--- src/sv/sle_pkg.sv ---
// Package for the sorted list engine.
// Holds request/response types, action and status codes, and the compare result type.
// No dependencies.
package sle_pkg;

    // Default number of stored entries.
    localparam int CAPACITY_DEF = 64;

    localparam int ACTION_W = 2;
    localparam int VALUE_W  = 32;
    localparam int STATUS_W = 2;
    localparam int POS_W    = 6;
    localparam int COUNT_W  = 7;

    // Action codes.
    localparam logic [ACTION_W-1:0] ACT_INSERT = 2'd0;
    localparam logic [ACTION_W-1:0] ACT_REMOVE = 2'd1;
    localparam logic [ACTION_W-1:0] ACT_SEARCH = 2'd2;

    // Status codes.
    localparam logic [STATUS_W-1:0] ST_DONE    = 2'd0;
    localparam logic [STATUS_W-1:0] ST_MISSING = 2'd1;
    localparam logic [STATUS_W-1:0] ST_FULL    = 2'd2;

    // One request on the input channel.
    typedef struct packed {
        logic [ACTION_W-1:0]       action;
        logic signed [VALUE_W-1:0] value;
    } req_t;

    // One response on the result channel.
    typedef struct packed {
        logic [STATUS_W-1:0] status;
        logic [POS_W-1:0]    position;
        logic [COUNT_W-1:0]  entry_count;
    } rsp_t;

    // Result of comparing a stored entry against the key.
    typedef struct packed {
        logic lt;
        logic eq;
    } cmp_t;

endpackage

--- src/sv/sle_ram.sv ---
// Generic single-write, single-read RAM with registered read data.
// No dependencies.
module sle_ram #(
    parameter int WIDTH = 32,
    parameter int DEPTH = 64
) (
    input  logic                     aclk,
    input  logic                     we,
    input  logic [$clog2(DEPTH)-1:0] waddr,
    input  logic [WIDTH-1:0]         wdata,
    input  logic                     re,
    input  logic [$clog2(DEPTH)-1:0] raddr,
    output logic [WIDTH-1:0]         rdata
);

    logic [WIDTH-1:0] mem [DEPTH];

    // Write port and registered read port.
    always_ff @(posedge aclk) begin
        if (we) begin
            mem[waddr] <= wdata;
        end
        if (re) begin
            rdata <= mem[raddr];
        end
    end

endmodule

--- src/sv/sle_cmp.sv ---
// Shared signed compare unit of the sorted list engine.
// Depends on sle_pkg for the compare result type.
module sle_cmp (
    input  logic [sle_pkg::VALUE_W-1:0]        entry,
    input  logic signed [sle_pkg::VALUE_W-1:0] key,
    output sle_pkg::cmp_t                      result
);

    logic signed [sle_pkg::VALUE_W-1:0] entry_s;

    // Signed ordering of a stored entry against the request key.
    assign entry_s   = $signed(entry);
    assign result.lt = (entry_s < key);
    assign result.eq = (entry_s == key);

endmodule

--- src/sv/sorted_list_engine.sv ---
// Top level of the sorted list engine: sequencer, entry memory and compare unit.
// Depends on sle_pkg, sle_ram and sle_cmp.
//
//   Channel   Direction  Handshake          Payload
//   s_        in         s_valid/s_ready    s_req (sle_pkg::req_t)
//   m_        out        m_valid/m_ready    m_rsp (sle_pkg::rsp_t)
//
// One request at a time; s_ready is high only while the sequencer is idle.
// Entries are streamed through one RAM read port and the shared compare unit,
// one entry per cycle; an insert shifts entries from the top down, and a full insert
// or an unknown action goes straight to the finish state.
// Reset is synchronous and clears the count; the entry memory needs no clearing.
// A stalled result holds the sequencer in its finish state until taken.
module sorted_list_engine #(
    parameter int CAPACITY = sle_pkg::CAPACITY_DEF
) (
    input  logic          aclk,
    input  logic          aresetn,
    input  logic          s_valid,
    output logic          s_ready,
    input  sle_pkg::req_t s_req,
    output logic          m_valid,
    input  logic          m_ready,
    output sle_pkg::rsp_t m_rsp
);

    localparam int AW = $clog2(CAPACITY);
    localparam int CW = $clog2(CAPACITY + 1);

    typedef enum logic [1:0] {
        S_IDLE,
        S_FWD,
        S_BWD,
        S_FINISH
    } state_t;

    state_t                             state_reg, state_next;
    logic [sle_pkg::ACTION_W-1:0]       act_reg, act_next;
    logic signed [sle_pkg::VALUE_W-1:0] key_reg, key_next;
    logic [CW-1:0]                      count_reg, count_next;
    logic [CW-1:0]                      rd_idx_reg, rd_idx_next;
    logic [AW-1:0]                      chk_idx_reg, chk_idx_next;
    logic                               chk_vld_reg, chk_vld_next;
    logic                               found_reg, found_next;
    logic [AW-1:0]                      pos_reg, pos_next;
    logic [sle_pkg::STATUS_W-1:0]       status_reg, status_next;
    logic                               m_valid_reg, m_valid_next;
    sle_pkg::rsp_t                      m_rsp_reg, m_rsp_next;

    logic                        ram_we;
    logic [AW-1:0]               ram_waddr;
    logic [sle_pkg::VALUE_W-1:0] ram_wdata;
    logic                        ram_re;
    logic [AW-1:0]               ram_raddr;
    logic [sle_pkg::VALUE_W-1:0] ram_rdata;
    sle_pkg::cmp_t               cmp;

    logic                        fwd_hit;
    logic                        fwd_issue;
    logic                        bwd_issue;
    logic [CW-1:0]               rd_dec;
    logic [AW+sle_pkg::POS_W-1:0]   pos_ext;
    logic [CW+sle_pkg::COUNT_W-1:0] count_ext;

    // Entry memory.
    sle_ram #(
        .WIDTH(sle_pkg::VALUE_W),
        .DEPTH(CAPACITY)
    ) u_sle_ram (
        .aclk (aclk),
        .we   (ram_we),
        .waddr(ram_waddr),
        .wdata(ram_wdata),
        .re   (ram_re),
        .raddr(ram_raddr),
        .rdata(ram_rdata)
    );

    // Shared compare of the returning entry against the key.
    sle_cmp u_sle_cmp (
        .entry (ram_rdata),
        .key   (key_reg),
        .result(cmp)
    );

    assign s_ready = (state_reg == S_IDLE);
    assign m_valid = m_valid_reg;
    assign m_rsp   = m_rsp_reg;

    assign rd_dec    = rd_idx_reg - CW'(1);
    assign fwd_hit   = chk_vld_reg && cmp.eq;
    assign fwd_issue = (rd_idx_reg < count_reg)
                       && !((act_reg == sle_pkg::ACT_SEARCH) && fwd_hit);
    assign bwd_issue = (rd_idx_reg != '0) && !(chk_vld_reg && cmp.lt);
    assign pos_ext   = {{sle_pkg::POS_W{1'b0}}, pos_reg};
    assign count_ext = {{sle_pkg::COUNT_W{1'b0}}, count_reg};

    // Sequencer next-state logic.
    always_comb begin
        state_next   = state_reg;
        act_next     = act_reg;
        key_next     = key_reg;
        count_next   = count_reg;
        rd_idx_next  = rd_idx_reg;
        chk_idx_next = chk_idx_reg;
        chk_vld_next = chk_vld_reg;
        found_next   = found_reg;
        pos_next     = pos_reg;
        status_next  = status_reg;
        m_valid_next = m_valid_reg;
        m_rsp_next   = m_rsp_reg;
        ram_we       = 1'b0;
        ram_waddr    = '0;
        ram_wdata    = key_reg;
        ram_re       = 1'b0;
        ram_raddr    = '0;

        if (m_valid_reg && m_ready) begin
            m_valid_next = 1'b0;
        end

        unique case (state_reg)
            S_IDLE: begin
                if (s_valid) begin
                    act_next     = s_req.action;
                    key_next     = s_req.value;
                    rd_idx_next  = '0;
                    chk_vld_next = 1'b0;
                    found_next   = 1'b0;
                    pos_next     = '0;
                    priority if (s_req.action == sle_pkg::ACT_INSERT) begin
                        if (count_reg == CW'(CAPACITY)) begin
                            status_next = sle_pkg::ST_FULL;
                            state_next  = S_FINISH;
                        end else begin
                            rd_idx_next = count_reg;
                            state_next  = S_BWD;
                        end
                    end else if (s_req.action == sle_pkg::ACT_REMOVE
                                 || s_req.action == sle_pkg::ACT_SEARCH) begin
                        state_next = S_FWD;
                    end else begin
                        status_next = sle_pkg::ST_MISSING;
                        state_next  = S_FINISH;
                    end
                end
            end

            // Forward scan for the first equal entry; remove shifts later ones down.
            S_FWD: begin
                ram_re       = fwd_issue;
                ram_raddr    = rd_idx_reg[AW-1:0];
                chk_vld_next = fwd_issue;
                chk_idx_next = rd_idx_reg[AW-1:0];
                if (fwd_issue) begin
                    rd_idx_next = rd_idx_reg + CW'(1);
                end
                if (chk_vld_reg) begin
                    if (found_reg && act_reg == sle_pkg::ACT_REMOVE) begin
                        ram_we    = 1'b1;
                        ram_waddr = chk_idx_reg - AW'(1);
                        ram_wdata = ram_rdata;
                    end else if (!found_reg && cmp.eq) begin
                        found_next = 1'b1;
                        pos_next   = chk_idx_reg;
                    end
                end
                if ((act_reg == sle_pkg::ACT_SEARCH) && fwd_hit) begin
                    status_next = sle_pkg::ST_DONE;
                    pos_next    = chk_idx_reg;
                    state_next  = S_FINISH;
                end else if (!chk_vld_reg && !fwd_issue) begin
                    if (found_reg) begin
                        status_next = sle_pkg::ST_DONE;
                        count_next  = count_reg - CW'(1);
                    end else begin
                        status_next = sle_pkg::ST_MISSING;
                        pos_next    = '0;
                    end
                    state_next = S_FINISH;
                end
            end

            // Backward scan from the top: shift up every entry not below the key.
            S_BWD: begin
                ram_re       = bwd_issue;
                ram_raddr    = rd_dec[AW-1:0];
                chk_vld_next = bwd_issue;
                chk_idx_next = rd_dec[AW-1:0];
                if (bwd_issue) begin
                    rd_idx_next = rd_dec;
                end
                if (chk_vld_reg && !cmp.lt) begin
                    ram_we    = 1'b1;
                    ram_waddr = chk_idx_reg + AW'(1);
                    ram_wdata = ram_rdata;
                end else if (chk_vld_reg) begin
                    ram_we      = 1'b1;
                    ram_waddr   = chk_idx_reg + AW'(1);
                    pos_next    = chk_idx_reg + AW'(1);
                    count_next  = count_reg + CW'(1);
                    status_next = sle_pkg::ST_DONE;
                    state_next  = S_FINISH;
                end else if (rd_idx_reg == '0) begin
                    ram_we      = 1'b1;
                    ram_waddr   = '0;
                    pos_next    = '0;
                    count_next  = count_reg + CW'(1);
                    status_next = sle_pkg::ST_DONE;
                    state_next  = S_FINISH;
                end
            end

            // Hand the response to the output register once it is free.
            S_FINISH: begin
                if (!m_valid_reg || m_ready) begin
                    m_valid_next           = 1'b1;
                    m_rsp_next.status      = status_reg;
                    m_rsp_next.position    = pos_ext[sle_pkg::POS_W-1:0];
                    m_rsp_next.entry_count = count_ext[sle_pkg::COUNT_W-1:0];
                    state_next             = S_IDLE;
                end
            end

            default: begin
                state_next = S_IDLE;
            end
        endcase
    end

    // State and registered outputs.
    always_ff @(posedge aclk) begin
        if (!aresetn) begin
            state_reg   <= S_IDLE;
            count_reg   <= '0;
            chk_vld_reg <= 1'b0;
            found_reg   <= 1'b0;
            m_valid_reg <= 1'b0;
        end else begin
            state_reg   <= state_next;
            count_reg   <= count_next;
            chk_vld_reg <= chk_vld_next;
            found_reg   <= found_next;
            m_valid_reg <= m_valid_next;
        end
        act_reg     <= act_next;
        key_reg     <= key_next;
        rd_idx_reg  <= rd_idx_next;
        chk_idx_reg <= chk_idx_next;
        pos_reg     <= pos_next;
        status_reg  <= status_next;
        m_rsp_reg   <= m_rsp_next;
    end

endmodule

--- config.mk ---
export PLATFORM = sky130hd
export DESIGN_NAME = sorted_list_engine
export DESIGN_NICKNAME = d
export VERILOG_FILES = /design/src/sv/sle_pkg.sv /design/src/sv/sle_ram.sv /design/src/sv/sle_cmp.sv /design/src/sv/sorted_list_engine.sv
export SDC_FILE = /design/constraint.sdc
export NUM_CORES = 2
export LEC_CHECK = 0
export BUFFER_PORTS_ARGS = -buffer_cell sky130_fd_sc_hd__buf_2
export CAP_MARGIN = 25
export CORE_ASPECT_RATIO = 1.1
export CORE_UTILIZATION = 45
export CTS_BUF_LIST = sky130_fd_sc_hd__clkbuf_16
export CTS_CLUSTER_DIAMETER = 120
export DETAILED_ROUTE_END_ITERATION = 7
export HOLD_SLACK_MARGIN = 0.03
export MAX_ROUTING_LAYER = met4
export PLACE_DENSITY = 0.63
export SKIP_CTS_REPAIR_TIMING = 1
export SLEW_MARGIN = 10
export SYNTH_ARGS = -nofsm -noshare
export SYNTH_HDL_FRONTEND = slang
export SYNTH_SLANG_ARGS = --single-unit
--- constraint.sdc ---
create_clock -name aclk -period 10.75 [get_ports aclk]
set_input_delay 1.075 -clock aclk [delete_from_list [all_inputs] [get_ports aclk]]
set_output_delay 1.075 -clock aclk [all_outputs]
set_load 0.005 [all_outputs]
==> results.ini <==
[logic_synthesis]
ys_types=64
synthTopCellsByCount=2150 x edfxtp_1, 512 x mux4_2, 310 x nand2_1
syn_nets=4382
synth_xor_area_share_pct=0.216
ys_ff_latch=2162
synth_top_area_cell=edfxtp_1
synth_cells=4288
yosysMostFrequentCell=edfxtp_1
netlist.area_leader.share_pct=76.0
synth-compound-area-share_pct=3.31
synth_area_um2=85000
synth_edf_count=2150
synth-simple-area-share_pct=4.17
synth_top_family_by_area=multiplexers
synth_async_sr_flop_share_pct=0
synth_fa_ha_area_share_pct=0.833
ys.flop_type=edfxtp_1
synth.area.mux_share_pct=13.6
yosysWarnings=0
avgSynthCellArea_um2=19.8
ys_seq_area_share_pct=76.3
synthTopCellsByArea=edfxtp_1 76%, mux4_2 14%, nand2_1 1.4%

[grt]
antenna_found_initial=8
grt_pass1_wl_mm=314
grt_pass1_vias=43000
grt_max_degree=121
grt_use_total_pct=23.8
overflow=0

[worst_setup_path]
cpPeakStageDelay_ns=0.76
r2r_slack_ns=5.44
arrival_ns=5.90
critical_path_class=flip-flop to flip-flop
reg2reg_to=u_sle_ram.rdata[1]$_DFFE_PP_
cp-start-kind=flip-flop
r2r_cells=12
critPathTopFamily=buffers and inverters
cp_slowest_cell=buf_4
required_ns=11.34
r2r-start=state_reg[0]$_SDFFE_PN0P_
cp_num_buf_inv=5
critPathMaxFanout=97
cp_common_cell=buf_4
path_cells=inv_1 -> ha_1 -> buf_4 -> mux2i_4 -> buf_12 -> buf_4 -> buf_4 -> mux4_2 -> and2_1 -> a211oi_1 -> a31oi_1 -> a221o_1
cp-end-kind=flip-flop

[floorplanning]
initial_core_util_pct=45.5
io_pins=55
die_h_um=458
die_w_um=416
placeableCoreArea_um2=187000
die_area_um2=191000
row_count=166

[timing]
rsz0062_at_grt=no
clock_skew_ns=0.0364
fmax_mhz=188
setup_viol=0
maxSlewViolCount=0
min_period_ns=5.31
finalCritPeriodShare_pct=49.4
tightest_slew_ns=1.11
finalHoldViolations=0
whs_ns=0.386
tns_ns=0
max-slew-margin-rel_pct=25.8

[placed_design]
dp.cells=6689
port_buffers=54
dp_hpwl_mm=123
dpl_cell_area_um2=89200
place_congestion=0.843

[hold_path]
min_path_cells=1
hold_class=input port to flip-flop
holdPathEnd=key_reg[19]$_DFFE_PP_
holdCritStartpoint=s_req[19]

[power]
switching_share_pct=32.1
p_switching_uw=8120
p_int_uw=17200
p_seq_share_pct=43.5
cellLeakagePower_uw=0.0306
ir_drop_mv=0.224
power.share.clock_pct=27.5
p_per_area_nw_per_um2=264
power_frac_comb_pct=29.0

[final_layout]
drive_gt1_share_pct=24.2
utilization_pct=51.2
area_growth_pct=12.6
final_cell_area_um2=95700
finalNonFillerCells=7070
largest_register_ffs=2048
fill_cells=14600
final_nets=4559

[drt]
num_vias=43200
first_pass_iters=5
postRouteAntennaNets=0
via_per_inst=6.11
wirelength_mm=219
drt_iter0_drc=5112
avgRoutedWirePerCell_um=31.0
drt_drc_violations_left=0

[status]
status=completed

[clocking]
clk_pin_slew_ns=0.06
cts_tree=done
ctsLongestPathBuffers=3
cts_sinks=2162
cts_buffers=206
root_buffer=clkbuf_16
ctsHtreeMaxLevel=4
clock_latency_ns=0.86

[job]
drv_cap=0

==> final cells by class <==
cell class              count  area [um^2]  share of cell area (%)
flip-flops and latches   2162        64800                    67.7
repair buffers            208         1720                    1.80
clock inverters           168         1230                    1.29
well taps                2436         3050                    3.19
inverters                  56          210                   0.220
clock buffers             208         5200                    5.44
multi-input cells        1831        19400                    20.3
diodes                      1         2.50                 0.00262
==> cell families after synthesis <==
logic type,after synthesis
compound gates,414
xor+xnor,21
fa+ha+maj,56
buf+inv,295
flops,2162
mux,517
simple gates,823
==> cell usage in the layout, fill, tap and decap left out, types with 67 or more instances in the layout <==
master	instances
edfxtp_1	2150
mux4_2	512
nand2_1	310
nor2_1	228
clkbuf_16	208
buf_4	129
inv_1	100
nand3_1	89
and2_1	68
nor2_4	67
a211oi_1	67
==> routing by layer <==
| layer | global-route usage [%] | wire length, um | up-vias |
|---|---|---|---|
| met1 | 32.3 | 88800 | 23100 |
| met2 | 36.8 | 106000 | 1908 |
| li1 | - | - | 17800 |
| met5 | - | 0 | - |
| met3 | 3.49 | 16300 | 317 |
| met4 | 8.83 | 8130 | 0 |
==> power groups by stage <==
| stage | clock network, uW | registers (uW) | logic, uW |
|---|---|---|---|
| 2_1_floorplan | 0 | 11100 | 4690 |
| 5_1_grt | 7380 | 11000 | 7810 |
| 4_1_cts | 7060 | 11000 | 7350 |
| 3_3_place_gp | 0 | 11200 | 7210 |
| 3_5_place_dp | 0 | 11200 | 7340 |
| 6_report | 6960 | 11000 | 7340 |
==> metrics by stage <==
step	worst slack, ns	total power, uW
6_report	5.44	25300
5_1_grt	5.03	26200
4_1_cts	5.30	25400
3_5_place_dp	5.35	18500
3_3_place_gp	5.37	18400
2_1_floorplan	6.75	15800
==> worst max path at each step <==
stage / startpoint / endpoint / slack (ns) / cells past startpoint
2_1_floorplan: state_reg[0]$_SDFFE_PN0P_ / u_sle_ram.mem[0][0]$_DFFE_PP_ / 6.75 / 11
3_3_place_gp: state_reg[0]$_SDFFE_PN0P_ / u_sle_ram.rdata[1]$_DFFE_PP_ / 5.37 / 12
3_5_place_dp: state_reg[0]$_SDFFE_PN0P_ / u_sle_ram.rdata[1]$_DFFE_PP_ / 5.35 / 12
4_1_cts: state_reg[0]$_SDFFE_PN0P_ / u_sle_ram.rdata[1]$_DFFE_PP_ / 5.30 / 12
5_1_grt: state_reg[0]$_SDFFE_PN0P_ / u_sle_ram.rdata[1]$_DFFE_PP_ / 5.03 / 12
6_report: state_reg[0]$_SDFFE_PN0P_ / u_sle_ram.rdata[1]$_DFFE_PP_ / 5.44 / 12
Note: power is estimated with default switching activity, not from simulation.
